$ cat config.mk
export PLATFORM = sky130hd
export DESIGN_NAME = glob_path_matcher_core_flat
export DESIGN_NICKNAME = d
export VERILOG_FILES = /design/src/sv/gpm_pkg.sv /design/src/sv/gpm_req_if.sv /design/src/sv/gpm_rsp_if.sv /design/src/sv/gpm_cell.sv /design/src/sv/gpm_rsp_buf.sv /design/src/sv/glob_path_matcher_core.sv /design/src/flat_wrapper.sv
export SDC_FILE = /design/constraint.sdc
export NUM_CORES = 2
export LEC_CHECK = 0
export ABC_AREA = 1
export BUFFER_PORTS_ARGS = -buffer_cell sky130_fd_sc_hd__buf_2
export CAP_MARGIN = 20
export CORE_ASPECT_RATIO = 1.4
export CORE_MARGIN = 2
export CORE_UTILIZATION = 45
export CTS_CLUSTER_DIAMETER = 80
export CTS_CLUSTER_SIZE = 25
export DETAILED_ROUTE_END_ITERATION = 16
export PLACE_DENSITY = 0.69
export SLEW_MARGIN = 20
export SYNTH_ARGS = -nofsm -noshare
export SYNTH_HDL_FRONTEND = slang
export SYNTH_SLANG_ARGS = --single-unit
$ cat constraint.sdc
create_clock -name i_clk -period 8.47 [get_ports i_clk]
set_input_delay 0.847 -clock i_clk [delete_from_list [all_inputs] [get_ports i_clk]]
set_output_delay 0.847 -clock i_clk [all_outputs]
set_load 0.1 [all_outputs]
$ cat src/sv/gpm_pkg.sv
// Shared constants, types and helpers for the glob path matcher.
package gpm_pkg;

    localparam int MAX_PATTERN = 64;
    localparam int LEN_W       = $clog2(MAX_PATTERN + 1);
    localparam int IDX_W       = (MAX_PATTERN > 1) ? $clog2(MAX_PATTERN) : 1;
    localparam int OP_W        = 2;
    localparam int CHAR_W      = 8;

    typedef enum logic [OP_W-1:0] {
        OP_CLEAR  = 2'd0,
        OP_APPEND = 2'd1,
        OP_PATH   = 2'd2,
        OP_END    = 2'd3
    } t_op;

    localparam logic [CHAR_W-1:0] CH_STAR     = 8'h2A;
    localparam logic [CHAR_W-1:0] CH_QMARK    = 8'h3F;
    localparam logic [CHAR_W-1:0] CH_SLASH    = 8'h2F;
    localparam logic [CHAR_W-1:0] CH_BSLASH   = 8'h5C;
    localparam logic [CHAR_W-1:0] CH_UPPER_A  = 8'h41;
    localparam logic [CHAR_W-1:0] CH_UPPER_Z  = 8'h5A;
    localparam logic [CHAR_W-1:0] CASE_OFFSET = 8'h20;

    typedef struct packed {
        logic              restart;
        logic              consume;
        logic              wr_en;
        logic [CHAR_W-1:0] wr_char;
        logic [CHAR_W-1:0] path_char;
        logic              path_slash;
        logic              case_sens;
        logic [LEN_W-1:0]  length;
    } t_cell_ctl;

    typedef struct packed {
        logic matched;
        logic pattern_overflow;
    } t_rsp;

    function automatic logic [CHAR_W-1:0] fold_char(input logic [CHAR_W-1:0] c,
                                                    input logic case_sens);
        if (!case_sens && c >= CH_UPPER_A && c <= CH_UPPER_Z) begin
            return c + CASE_OFFSET;
        end
        return c;
    endfunction

endpackage

$ cat src/sv/gpm_req_if.sv
// Request channel: operation and character with valid/ready.
interface gpm_req_if;
    logic                        valid;
    logic                        ready;
    logic [gpm_pkg::OP_W-1:0]    operation;
    logic [gpm_pkg::CHAR_W-1:0]  character;

    modport source (output valid, output operation, output character, input ready);
    modport sink   (input valid, input operation, input character, output ready);
endinterface

$ cat src/sv/gpm_rsp_if.sv
// Response channel: match result and overflow flag with valid/ready.
interface gpm_rsp_if;
    logic valid;
    logic ready;
    logic matched;
    logic pattern_overflow;

    modport source (output valid, output matched, output pattern_overflow, input ready);
    modport sink   (input valid, input matched, input pattern_overflow, output ready);
endinterface

$ cat src/sv/gpm_cell.sv
// One pattern position: stored character, active bit and star carry.
module gpm_cell (
    input  logic                       i_clk,
    input  logic                       i_rst_n,
    input  logic [gpm_pkg::IDX_W-1:0]  i_index,
    input  gpm_pkg::t_cell_ctl         i_ctl,
    input  logic                       i_reach,
    input  logic                       i_fwd,
    input  logic                       i_next_star,
    output logic                       o_reach,
    output logic                       o_fwd,
    output logic                       o_star,
    output logic                       o_final,
    output logic                       o_active
);

    logic [gpm_pkg::CHAR_W-1:0] r_char;
    logic                       r_active;
    logic                       n_active;
    logic [gpm_pkg::LEN_W-1:0]  w_pos;
    logic                       w_valid;
    logic                       w_end;
    logic                       w_star;
    logic                       w_exp;
    logic                       w_hit;
    logic                       w_keep;

    assign w_pos   = gpm_pkg::LEN_W'(i_index);
    assign w_valid = w_pos < i_ctl.length;
    assign w_end   = w_pos == i_ctl.length;
    assign w_star  = w_valid && (r_char == gpm_pkg::CH_STAR);
    // star run ending just before this position lets the path skip to here
    assign w_exp   = r_active | (i_reach & ~w_star);
    assign w_hit   = (r_char == gpm_pkg::CH_QMARK) ||
                     (gpm_pkg::fold_char(r_char, i_ctl.case_sens) == i_ctl.path_char);
    // a lone star stops at a separator; a double star crosses it
    assign w_keep  = w_star & r_active & (i_next_star | ~i_ctl.path_slash);

    assign o_reach  = w_star & (r_active | i_reach);
    assign o_fwd    = w_valid & ~w_star & w_exp & w_hit;
    assign o_star   = w_star;
    assign o_final  = w_exp & w_end;
    assign o_active = r_active;

    always_comb begin
        n_active = r_active;
        if (i_ctl.restart) begin
            n_active = (i_index == '0);
        end else if (i_ctl.consume) begin
            n_active = w_keep | i_fwd;
        end
    end

    always_ff @(posedge i_clk) begin
        if (!i_rst_n) begin
            r_active <= (i_index == '0);
        end else begin
            r_active <= n_active;
        end
    end

    always_ff @(posedge i_clk) begin
        if (i_ctl.wr_en && w_end) begin
            r_char <= i_ctl.wr_char;
        end
    end

endmodule

$ cat src/sv/gpm_rsp_buf.sv
// Two-slot response buffer: output register plus skid slot.
module gpm_rsp_buf (
    input  logic              i_clk,
    input  logic              i_rst_n,
    input  logic              i_push,
    input  gpm_pkg::t_rsp     i_data,
    output logic              o_ready,
    gpm_rsp_if.source         o_rsp
);

    logic          r_out_valid;
    logic          n_out_valid;
    gpm_pkg::t_rsp r_out;
    gpm_pkg::t_rsp n_out;
    logic          r_skid_valid;
    logic          n_skid_valid;
    gpm_pkg::t_rsp r_skid;
    gpm_pkg::t_rsp n_skid;
    logic          w_pop;

    assign w_pop   = r_out_valid & o_rsp.ready;
    assign o_ready = ~r_skid_valid;

    assign o_rsp.valid            = r_out_valid;
    assign o_rsp.matched          = r_out.matched;
    assign o_rsp.pattern_overflow = r_out.pattern_overflow;

    always_comb begin
        n_out_valid  = r_out_valid;
        n_out        = r_out;
        n_skid_valid = r_skid_valid;
        n_skid       = r_skid;
        if (!r_out_valid || w_pop) begin
            if (r_skid_valid) begin
                n_out_valid  = 1'b1;
                n_out        = r_skid;
                n_skid_valid = 1'b0;
            end else begin
                n_out_valid = i_push;
                n_out       = i_data;
            end
        end else if (i_push) begin
            n_skid_valid = 1'b1;
            n_skid       = i_data;
        end
    end

    always_ff @(posedge i_clk) begin
        if (!i_rst_n) begin
            r_out_valid  <= 1'b0;
            r_skid_valid <= 1'b0;
        end else begin
            r_out_valid  <= n_out_valid;
            r_skid_valid <= n_skid_valid;
        end
    end

    always_ff @(posedge i_clk) begin
        r_out  <= n_out;
        r_skid <= n_skid;
    end

    a_no_push_when_full: assert property (@(posedge i_clk) disable iff (!i_rst_n)
        i_push |-> !r_skid_valid)
        else $error("response pushed into full buffer");

    a_skid_behind_out: assert property (@(posedge i_clk) disable iff (!i_rst_n)
        r_skid_valid |-> r_out_valid)
        else $error("skid slot holds data with output slot empty");

endmodule

$ cat src/sv/glob_path_matcher_core.sv
// Glob path matcher top level: control, row of position cells, response buffer.
//
// Usage:
//   i_req carries one request per handshake: operation 0 clears the pattern,
//   1 appends a pattern character, 2 streams a path character, 3 ends the
//   path. Only operation 3 yields a response on o_rsp (matched and
//   pattern_overflow). Backslashes count as '/'.
//   i_cfg_wr_en/i_cfg_wr_data select exact-case compare (1) or ASCII case
//   folding (0); write only while idle.
// Throughput: one request per cycle while i_req.ready is high. Every position cell updates in the
//   same cycle; the star-run carry rippling along the cell row sets the
//   critical path.
// Response: the end-of-path result is registered in the response buffer
//   and is shown on o_rsp from there.
// Reset: pattern empty, overflow clear, exact-case compare, only position
//   zero active.
// Stall: responses queue in a two-slot buffer; i_req.ready drops only while
//   both slots are full, and recovers the cycle after o_rsp is taken.
module glob_path_matcher_core (
    input  logic        i_clk,
    input  logic        i_rst_n,
    input  logic        i_cfg_wr_en,
    input  logic        i_cfg_wr_data,
    gpm_req_if.sink     i_req,
    gpm_rsp_if.source   o_rsp
);

    logic [gpm_pkg::LEN_W-1:0]    r_len;
    logic [gpm_pkg::LEN_W-1:0]    n_len;
    logic                         r_has_sep;
    logic                         n_has_sep;
    logic                         r_ovf;
    logic                         n_ovf;
    logic                         r_cs;
    logic                         r_a_last;
    logic                         n_a_last;
    logic                         w_acc;
    logic                         w_push;
    logic                         w_buf_ready;
    gpm_pkg::t_op                 w_op;
    logic [gpm_pkg::CHAR_W-1:0]   w_char;
    gpm_pkg::t_cell_ctl           w_ctl;
    gpm_pkg::t_rsp                w_rsp;
    logic [gpm_pkg::MAX_PATTERN:0] w_reach;
    logic [gpm_pkg::MAX_PATTERN:0] w_fwd;
    logic [gpm_pkg::MAX_PATTERN:0] w_star;
    logic [gpm_pkg::MAX_PATTERN:0] w_final;
    logic [gpm_pkg::MAX_PATTERN:0] w_active;

    assign w_acc       = i_req.valid & i_req.ready;
    assign i_req.ready = w_buf_ready;
    assign w_op        = gpm_pkg::t_op'(i_req.operation);
    assign w_char      = (i_req.character == gpm_pkg::CH_BSLASH) ? gpm_pkg::CH_SLASH
                                                                 : i_req.character;

    always_comb begin
        n_len           = r_len;
        n_has_sep       = r_has_sep;
        n_ovf           = r_ovf;
        w_push          = 1'b0;
        w_ctl.restart   = 1'b0;
        w_ctl.consume   = 1'b0;
        w_ctl.wr_en     = 1'b0;
        w_ctl.wr_char   = w_char;
        w_ctl.path_char = gpm_pkg::fold_char(w_char, r_cs);
        w_ctl.path_slash = (w_char == gpm_pkg::CH_SLASH);
        w_ctl.case_sens = r_cs;
        w_ctl.length    = r_len;
        if (w_acc) begin
            unique case (w_op)
                gpm_pkg::OP_CLEAR: begin
                    n_len         = '0;
                    n_has_sep     = 1'b0;
                    n_ovf         = 1'b0;
                    w_ctl.restart = 1'b1;
                end
                gpm_pkg::OP_APPEND: begin
                    if (r_len < gpm_pkg::LEN_W'(gpm_pkg::MAX_PATTERN)) begin
                        w_ctl.wr_en = 1'b1;
                        n_len       = r_len + gpm_pkg::LEN_W'(1);
                        n_has_sep   = r_has_sep | w_ctl.path_slash;
                    end else begin
                        n_ovf = 1'b1;
                    end
                    w_ctl.restart = 1'b1;
                end
                gpm_pkg::OP_PATH: begin
                    // without a separator in the pattern, each '/' restarts
                    if (w_ctl.path_slash && !r_has_sep) begin
                        w_ctl.restart = 1'b1;
                    end else begin
                        w_ctl.consume = 1'b1;
                    end
                end
                gpm_pkg::OP_END: begin
                    w_push        = 1'b1;
                    w_ctl.restart = 1'b1;
                end
            endcase
        end
    end

    assign w_reach[0]                    = 1'b0;
    assign w_fwd[0]                      = 1'b0;
    assign w_star[gpm_pkg::MAX_PATTERN]  = 1'b0;

    for (genvar g = 0; g < gpm_pkg::MAX_PATTERN; g++) begin : g_cell
        gpm_cell u_cell (
            .i_clk       (i_clk),
            .i_rst_n     (i_rst_n),
            .i_index     (gpm_pkg::IDX_W'(g)),
            .i_ctl       (w_ctl),
            .i_reach     (w_reach[g]),
            .i_fwd       (w_fwd[g]),
            .i_next_star (w_star[g+1]),
            .o_reach     (w_reach[g+1]),
            .o_fwd       (w_fwd[g+1]),
            .o_star      (w_star[g]),
            .o_final     (w_final[g]),
            .o_active    (w_active[g])
        );
    end

    // position past the last storable character
    assign w_final[gpm_pkg::MAX_PATTERN]  = (r_a_last | w_reach[gpm_pkg::MAX_PATTERN]) &
                                            (r_len == gpm_pkg::LEN_W'(gpm_pkg::MAX_PATTERN));
    assign w_active[gpm_pkg::MAX_PATTERN] = r_a_last;

    always_comb begin
        n_a_last = r_a_last;
        if (w_ctl.restart) begin
            n_a_last = 1'b0;
        end else if (w_ctl.consume) begin
            n_a_last = w_fwd[gpm_pkg::MAX_PATTERN];
        end
    end

    assign w_rsp.matched          = |w_final;
    assign w_rsp.pattern_overflow = r_ovf;

    gpm_rsp_buf u_rsp_buf (
        .i_clk   (i_clk),
        .i_rst_n (i_rst_n),
        .i_push  (w_push),
        .i_data  (w_rsp),
        .o_ready (w_buf_ready),
        .o_rsp   (o_rsp)
    );

    always_ff @(posedge i_clk) begin
        if (!i_rst_n) begin
            r_len     <= '0;
            r_has_sep <= 1'b0;
            r_ovf     <= 1'b0;
            r_cs      <= 1'b1;
            r_a_last  <= 1'b0;
        end else begin
            r_len     <= n_len;
            r_has_sep <= n_has_sep;
            r_ovf     <= n_ovf;
            r_a_last  <= n_a_last;
            if (i_cfg_wr_en) begin
                r_cs <= i_cfg_wr_data;
            end
        end
    end

    a_len_in_range: assert property (@(posedge i_clk) disable iff (!i_rst_n)
        r_len <= gpm_pkg::LEN_W'(gpm_pkg::MAX_PATTERN))
        else $error("pattern length beyond capacity");

    a_clear_resets: assert property (@(posedge i_clk) disable iff (!i_rst_n)
        (w_acc && w_op == gpm_pkg::OP_CLEAR) |=> (r_len == '0 && !r_ovf && !r_has_sep))
        else $error("clear request left pattern state behind");

    a_end_restarts: assert property (@(posedge i_clk) disable iff (!i_rst_n)
        (w_acc && w_op == gpm_pkg::OP_END) |=> (w_active[0] && $onehot(w_active)))
        else $error("active set not back at position zero after path end");

    a_ovf_sticky: assert property (@(posedge i_clk) disable iff (!i_rst_n)
        (r_ovf && !(w_acc && w_op == gpm_pkg::OP_CLEAR)) |=> r_ovf)
        else $error("overflow flag dropped without clear");

endmodule
$ cat src/flat_wrapper.sv
// flat-port wrapper written by rule: the top's interface ports become plain ports
module glob_path_matcher_core_flat 
  (i_clk, i_rst_n, i_cfg_wr_en, i_cfg_wr_data, i_req_valid, i_req_operation, i_req_character, i_req_ready, o_rsp_valid, o_rsp_matched, o_rsp_pattern_overflow, o_rsp_ready);
  gpm_req_if i_req_i ();
  gpm_rsp_if o_rsp_i ();
  input  logic i_clk;
  input  logic i_rst_n;
  input  logic i_cfg_wr_en;
  input  logic i_cfg_wr_data;
  input wire logic [$bits(i_req_i.valid)-1:0] i_req_valid;
  input wire logic [$bits(i_req_i.operation)-1:0] i_req_operation;
  input wire logic [$bits(i_req_i.character)-1:0] i_req_character;
  output wire logic [$bits(i_req_i.ready)-1:0] i_req_ready;
  output wire logic [$bits(o_rsp_i.valid)-1:0] o_rsp_valid;
  output wire logic [$bits(o_rsp_i.matched)-1:0] o_rsp_matched;
  output wire logic [$bits(o_rsp_i.pattern_overflow)-1:0] o_rsp_pattern_overflow;
  input wire logic [$bits(o_rsp_i.ready)-1:0] o_rsp_ready;
  assign i_req_i.valid = i_req_valid;
  assign i_req_i.operation = i_req_operation;
  assign i_req_i.character = i_req_character;
  assign i_req_ready = i_req_i.ready;
  assign o_rsp_valid = o_rsp_i.valid;
  assign o_rsp_matched = o_rsp_i.matched;
  assign o_rsp_pattern_overflow = o_rsp_i.pattern_overflow;
  assign o_rsp_i.ready = o_rsp_ready;
  glob_path_matcher_core u_core (.i_clk(i_clk), .i_rst_n(i_rst_n), .i_cfg_wr_en(i_cfg_wr_en), .i_cfg_wr_data(i_cfg_wr_data), .i_req(i_req_i), .o_rsp(o_rsp_i));
endmodule
## After elaboration in Yosys (flattened, before gate mapping)

Index checks and enable logic that the tools add are counted.

- Output and inout port bits: 4
- Register bits after elaboration: 593
- Logic and storage cells: 2048
- Bits of input ports: 16

- Reductions and logical operators: 337
- $lt $le $gt $ge: 195
- Eq/ne operators: 263
- Multiplexer cells: 213
- Bitwise logic cells: 835
- Add/subtract/negate cells: 66

Operator list:

| operator | count |
|---|---|
| two-way mux 8 bit | 131 |
| equality test 8 x 6 -> 1 bit, second input constant | 129 |
| adder 8 x 6 -> 8 bit, second input constant | 65 |
| >= comparator 8 x 7 -> 1 bit, second input constant | 65 |
| <= comparator 8 x 7 -> 1 bit, second input constant | 65 |
| AND 1 bit | 513 |
| equality test 8 bit | 64 |
| logical AND 1 bit | 259 |
| bitwise OR 1 bit | 254 |
| equality test 6 x 7 -> 1 bit, first input constant | 32 |
| < comparator 6 x 7 -> 1 bit, first input constant | 32 |
| equality test 5 x 7 -> 1 bit, first input constant | 16 |
| < comparator 5 x 7 -> 1 bit, first input constant | 16 |
| two-way mux 1 bit | 75 |
| NOT 1 bit | 68 |
| logical OR 1 bit | 65 |
| OR reduction 65 bit | 1 |
| equality test 4 x 7 -> 1 bit, first input constant | 8 |
| < comparator 4 x 7 -> 1 bit, first input constant | 8 |
| equality test 3 x 7 -> 1 bit, first input constant | 4 |
| < comparator 3 x 7 -> 1 bit, first input constant | 4 |
| equality test 2 x 7 -> 1 bit, first input constant | 2 |
| < comparator 1 x 7 -> 1 bit, first input constant | 2 |
| < comparator 2 x 7 -> 1 bit, first input constant | 2 |
| other kinds (22) | 29 |

## Depth between registers and ports, before layout

- Depth in word-level cells: 133
- Gate-level depth with buffers: 115
- Depth with buffers taken out: 114

## Cells and area by module

A second synthesis with hierarchy kept.

- Cell total of the unflattened synthesis: 8021
- Area total of the unflattened synthesis: 58200.8 µm²

By module, submodules not included:

| module | cells an instance | sequential area each (µm²) | instances | area each (µm²) |
|---|---|---|---|---|
| gpm_cell (u_core.g_cell[0].u_cell ...) | 123 | 270.3 | 62 | 892.1 |
| glob_path_matcher_core | 141 | 220.2 | 1 | 907.1 |
| gpm_cell (u_core.g_cell[9].u_cell) | 123 | 270.3 | 1 | 899.6 |
| gpm_cell (u_core.g_cell[54].u_cell) | 109 | 270.3 | 1 | 860.8 |
| gpm_rsp_buf | 22 | 160.2 | 1 | 222.7 |

## Least setup slack after synthesis

No wires, ideal clock.

- Path type: register -> register
- From: register u_core.r_len[2] (netlist name)
- To: register u_core.u_rsp_buf.r_out (netlist bit u_core.u_rsp_buf.o_rsp.matched) (data pin)
- Arrival time: 7.041 ns
- Setup time: 0.257 ns
- Required time: 8.213 ns
- Period minus slack after synthesis: 7.298 ns
- Setup slack: 1.172 ns
- Path buffers: 1
- Stages on the path, launching flop included: 112
- Path through: dfxtp_1 -> buf_4 -> inv_4 -> nand2_8 -> nor2_2 -> nand2_4 -> nand3_1 -> nand2_2 -> nand2_2 -> nand2_2 -> nand2_2 -> nand2_2 -> nand2_1 -> nand2_1 -> nand2_1 -> nand2_1 -> nand2_1 -> nand2_1 -> [... 76 more ...] -> nand2_1 -> nand2_2 -> nand2_1 -> nand3_1 -> nand2_1 -> nand2_1 -> nand2_2 -> nand2_1 -> nand2_2 -> o21ai_0 -> a21oi_1 -> nand2_1 -> a21oi_1 -> nand2_1 -> a21oi_1 -> nand3_2 -> nand2_1 -> nand2_1

RTL lines:

| element | RTL line | RTL |
|---|---|---|
| from (decl) | glob_path_matcher_core.sv:28 | `logic [gpm_pkg::LEN_W-1:0] r_len;` |
| from (signal assigned) | glob_path_matcher_core.sv:158 | `r_len <= n_len;` |
| to (signal assigned) | gpm_rsp_buf.sv:59 | `r_out <= n_out;` |
| to (decl) | gpm_rsp_buf.sv:13 | `gpm_pkg::t_rsp r_out;` |

==> results summary <==
The highest layer touched by signal routing is met4. The post-detailed-routing wire length came out at 117 mm. In this run the critical register-to-register path is launched from u_core.g_cell[0].u_cell.r_char[4]. The iteration count of the initial detailed-routing pass is 7. The highest fanout seen on the critical path came out at 4. The global-route congestion overflow total came out at 0.

Clock latency on the worst-skew pair, taken at its later pin, is 0.67 ns. The area of the die came out at 83,400 um^2. The most critical setup path has its startpoint at u_core.g_cell[0].u_cell.r_char[4]. The relative contribution of sequential cells to total power is 61.0%. Clock-pin slew was measured on the worst setup and hold paths at 0.10 ns. The fraction of synthesis flops using an asynchronous set or reset pin is 0%. The count of buffers inserted at the top-level ports is 19. The number of DRC violations after detailed routing came out at 0.

The final-layout setup total negative slack came out at -0.0166 ns. The routed design could run at a clock period as short as 8.49 ns. The final reports fail on setup timing.

The clock network burns 30.4% of the power. The share of the Yosys chip area taken by registers is 46.7%. Net switching is 24.7% of the power. The power density over the cells is 132 nW/um^2. The total chip power came out at 5.23 mW. The number of buffers created by CTS came out at 28. The synthesized design contains 516 enable-type register cells.

The via count of the first global-routing pass is 30,877. The number of placed I/O pins came out at 20. In this run the worst setup path terminates at u_core.u_rsp_buf.o_rsp.matched. For the pin with the worst max-slew slack, the measured transition is 1.16 ns. In this design, the stage delay of the slowest critical-path cell is 0.48 ns. The area growth from synthesis to layout is 8.40%. In the synthesized netlist the dominant register cell turns out to be sky130_fd_sc_hd__edfxtp_1. For this design, the slowest cell found on the critical path is sky130_fd_sc_hd__edfxtp_1. The starting utilization of the core area is 45.4%.

Across the VDD grid, the largest voltage drop is 0.188 mV. The count of fill cells added during filler insertion is 7,456. The endpoint of the worst-slack reg-to-reg timing path is u_core.u_rsp_buf.o_rsp.matched. The HPWL after detailed placement is 79.3 mm. The peak clock frequency supported by timing came out at 118 MHz. By instance count, the cell type seen most on the critical path is sky130_fd_sc_hd__nand2_2. The worst setup path is captured at a flop. The met1 wire length is 43.2 mm. The worst min-delay path category is in2reg. The number of nets in the finished design came out at 4,441. The post-synth net total is 4,417.

The share of post-route cells with drive strength above 1 is 8.22%. For the worst setup path, the data arrival time is 9.02 ns. After synthesis, the mean cell area works out to 8.42 um^2. The first-pass GRT wire length came out at 175 mm. The setup path with the least slack is of type reg2reg. The die boundary width is 245 um. Setup violations remaining at the end of the flow were counted as 1. The worst setup margin came out at -0.0166 ns.

The portion of the clock cycle consumed by the worst path in the final layout came out at 100%. The vertical die dimension is 341 um. The initial antenna violation count came out at 1. Setup repair after global routing could not meet its margin everywhere. The total via count in the routed design came out at 33,055. The worst setup slack for register-to-register paths is -0.02 ns. For the worst setup path, the data required time is 9.00 ns. The antenna violation net count after detailed routing is 0. The number of instances in the synthesized netlist is 4,332. The number of register bits inferred by synthesis is 593. The worst slack after detailed placement came out at 0.101 ns. The number of buffers inserted by hold repair at cts came out at 0. The logic gate share of total power came out at 8.6%. The relative max-transition margin came out at 21.5%. The total standard cell area after synthesis came out at 36,500 um^2. The count of endpoints failing hold in the final timing report is 0. The number of cell rows came out at 123. The length of routed met3 wiring is 10.1 mm. The net load switching power is 1.29 mW. The final worst hold slack came out at 0.451 ns. The synthesized netlist contains 58 unique library cells. TritonCTS built the clock tree. The run finished, with violations left. The detailed router finished its first iteration with 3,227 violations. The maximum buffer depth of the clock tree is 3. The floorplan core area came out at 80,300 um^2.

The detail-routed net length per standard cell came out at 21.5 um. The count of pins over their slew limit was 0. The final weighted congestion of routability-driven global placement came out at 1.02. The internal power consumption came out at 3.94 mW.

Entering global routing, the biggest net connects 83 pins. The logic depth of the worst register-to-register path is 113. The total clock sinks came out at 593. The tree is rooted in a sky130_fd_sc_hd__clkbuf_16.

The critical path startpoint category is a flop. In the global route stage, overall resource usage came out at 27.2%. Summing all multi-input logic gate instances after layout gives 16,500 um^2.

The final worst clock skew came out at 0.0445 ns. The Yosys step of the flow raised 0 warnings. The H-tree depth is 1. The reported max-cap violation count came out at 0.

The antenna diode instance count is 0. The area occupied by registers came out at 17,000 um^2. The via density per instance came out at 6.08. The leakage component of the power is 14.6 nW.

In the detailed route, the total length drawn on met2 is 55.0 mm.
cells in the mapped netlist, types with 27 or more instances:
library cell	n	area, um^2
sky130_fd_sc_hd__a21oi_1	230	1150
sky130_fd_sc_hd__o311ai_0	33	289
sky130_fd_sc_hd__clkbuf_1	110	413
sky130_fd_sc_hd__edfxtp_1	516	15500
sky130_fd_sc_hd__o21ai_0	279	1400
sky130_fd_sc_hd__o2111ai_1	72	631
sky130_fd_sc_hd__nor2_1	380	1430
sky130_fd_sc_hd__a221oi_1	42	368
sky130_fd_sc_hd__nand2_2	28	175
sky130_fd_sc_hd__nand3_1	200	1000
sky130_fd_sc_hd__o22ai_1	51	319
sky130_fd_sc_hd__nand4_1	245	1530
sky130_fd_sc_hd__nor3_1	79	395
sky130_fd_sc_hd__xnor2_1	27	236
sky130_fd_sc_hd__inv_1	725	2720
sky130_fd_sc_hd__dfxtp_1	77	1540
sky130_fd_sc_hd__buf_1	29	109
sky130_fd_sc_hd__xor2_1	121	1060
sky130_fd_sc_hd__ha_1	69	863
sky130_fd_sc_hd__nor4_1	139	870
sky130_fd_sc_hd__nand2_1	568	2130
sky130_fd_sc_hd__or2_2	36	225
sky130_fd_sc_hd__a31oi_1	89	557
sky130_fd_sc_hd__o211ai_1	33	248
critical path: cells and delay by family (launching register included):
kind             cells  cell delay, ns
flip-flops           1            0.48
AND/OR/NAND/NOR    113            7.86
cell type report:
class                      count  share of cell area [%]
clock inverter                 5                   0.104
inverter                     739                    7.06
clock buffer                  47                    2.01
tap                         1062                    3.36
multi-input combinational   2853                    41.6
timing repair buffer         141                    2.74
sequential                   593                    43.1
kinds of logic after synthesis:
kind of cell | Yosys count | share of synthesized area, %
DFF | 593 | 46.7
xor gates and xnor gates | 148 | 3.55
and+or+nand+nor | 1710 | 22.3
buffers and inverters | 886 | 9.24
AOI/OAI and AO/OA | 926 | 15.8
adders and majority gates | 69 | 2.37
flip-flops by register name (all words and copies together) (netlist names):
signal,flops
u_core.g_cell.u_cell.o_active,64
u_core.g_cell.u_cell.r_char,512
u_core.r_a_last,1
u_core.r_cs,1
u_core.r_has_sep,1
u_core.r_len,7
u_core.r_ovf,1
u_core.u_rsp_buf.o_rsp.matched,1
u_core.u_rsp_buf.o_rsp.pattern_overflow,1
u_core.u_rsp_buf.o_rsp.valid,1
u_core.u_rsp_buf.r_skid,2
u_core.u_rsp_buf.r_skid_valid,1
placed cells by master, fill, tap and decap left out, types with 18 or more instances in the layout:
master	instances
sky130_fd_sc_hd__inv_1	717
sky130_fd_sc_hd__nand2_1	542
sky130_fd_sc_hd__nor4_1	122
sky130_fd_sc_hd__o211ai_1	33
sky130_fd_sc_hd__a21oi_1	229
sky130_fd_sc_hd__or2_2	35
sky130_fd_sc_hd__o2111ai_1	71
sky130_fd_sc_hd__clkbuf_1	18
sky130_fd_sc_hd__clkbuf_16	29
sky130_fd_sc_hd__o22ai_1	51
sky130_fd_sc_hd__buf_4	116
sky130_fd_sc_hd__nor2_1	370
sky130_fd_sc_hd__o41ai_1	25
sky130_fd_sc_hd__o21ai_0	278
sky130_fd_sc_hd__buf_2	18
sky130_fd_sc_hd__nand2_2	53
sky130_fd_sc_hd__edfxtp_1	516
sky130_fd_sc_hd__a221oi_1	40
sky130_fd_sc_hd__nand3_1	196
sky130_fd_sc_hd__o311ai_0	33
sky130_fd_sc_hd__ha_1	69
sky130_fd_sc_hd__nand4_1	245
sky130_fd_sc_hd__nor3_1	70
sky130_fd_sc_hd__nand3_2	22
sky130_fd_sc_hd__xor2_1	121
sky130_fd_sc_hd__a31oi_1	89
sky130_fd_sc_hd__dfxtp_1	77
sky130_fd_sc_hd__xnor2_1	27
timing repair:
action | in CTS | in global routing
endpoints found under the setup margin | 0 | 15
resized for setup | 0 | 41
setup buffers | 0 | 26
endpoints found under the hold margin | 0 | 0
metal layers:
layer	global-route usage, %	up-vias
met5	0	-
met4	18.9	0
met3	4.14	393
met2	46.0	1542
met1	31.6	15637
li1	-	15483
power groups by stage:
| stage | registers (mW) | logic (mW) | clock network, mW |
|---|---|---|---|
| 2_1_floorplan | 3.26 | 0.242 | 0 |
| 3_3_place_gp | 3.26 | 0.433 | 0 |
| 3_5_place_dp | 3.26 | 0.438 | 0 |
| 4_1_cts | 3.19 | 0.438 | 1.60 |
| 5_1_grt | 3.19 | 0.478 | 1.69 |
| 6_report | 3.19 | 0.452 | 1.59 |
worst min path at each step:
stage,startpoint,to,slack [ns],cells past startpoint
after floorplan,u_core.r_ovf,u_core.u_rsp_buf.r_skid[0],0.41,0
after global placement,u_core.r_ovf,u_core.u_rsp_buf.r_skid[0],0.42,0
after detailed placement,u_core.r_ovf,u_core.u_rsp_buf.r_skid[0],0.43,0
after CTS,o_rsp_ready,u_core.u_rsp_buf.r_skid_valid,0.43,4
after global routing,u_core.r_ovf,u_core.u_rsp_buf.r_skid[0],0.47,0
final,o_rsp_ready,u_core.u_rsp_buf.r_skid_valid,0.45,4
stage by stage:
stage          cells  utilization, %  instance area (um^2)
2_1_floorplan   4332               -                 36500
3_3_place_gp    5360            47.7                 38300
3_5_place_dp    5360            47.7                 38300
4_1_cts         5412            48.7                 39200
5_1_grt         5440            49.2                 39500
6_report        5440            49.2                 39500
Note: power is estimated with default switching activity, not from simulation.
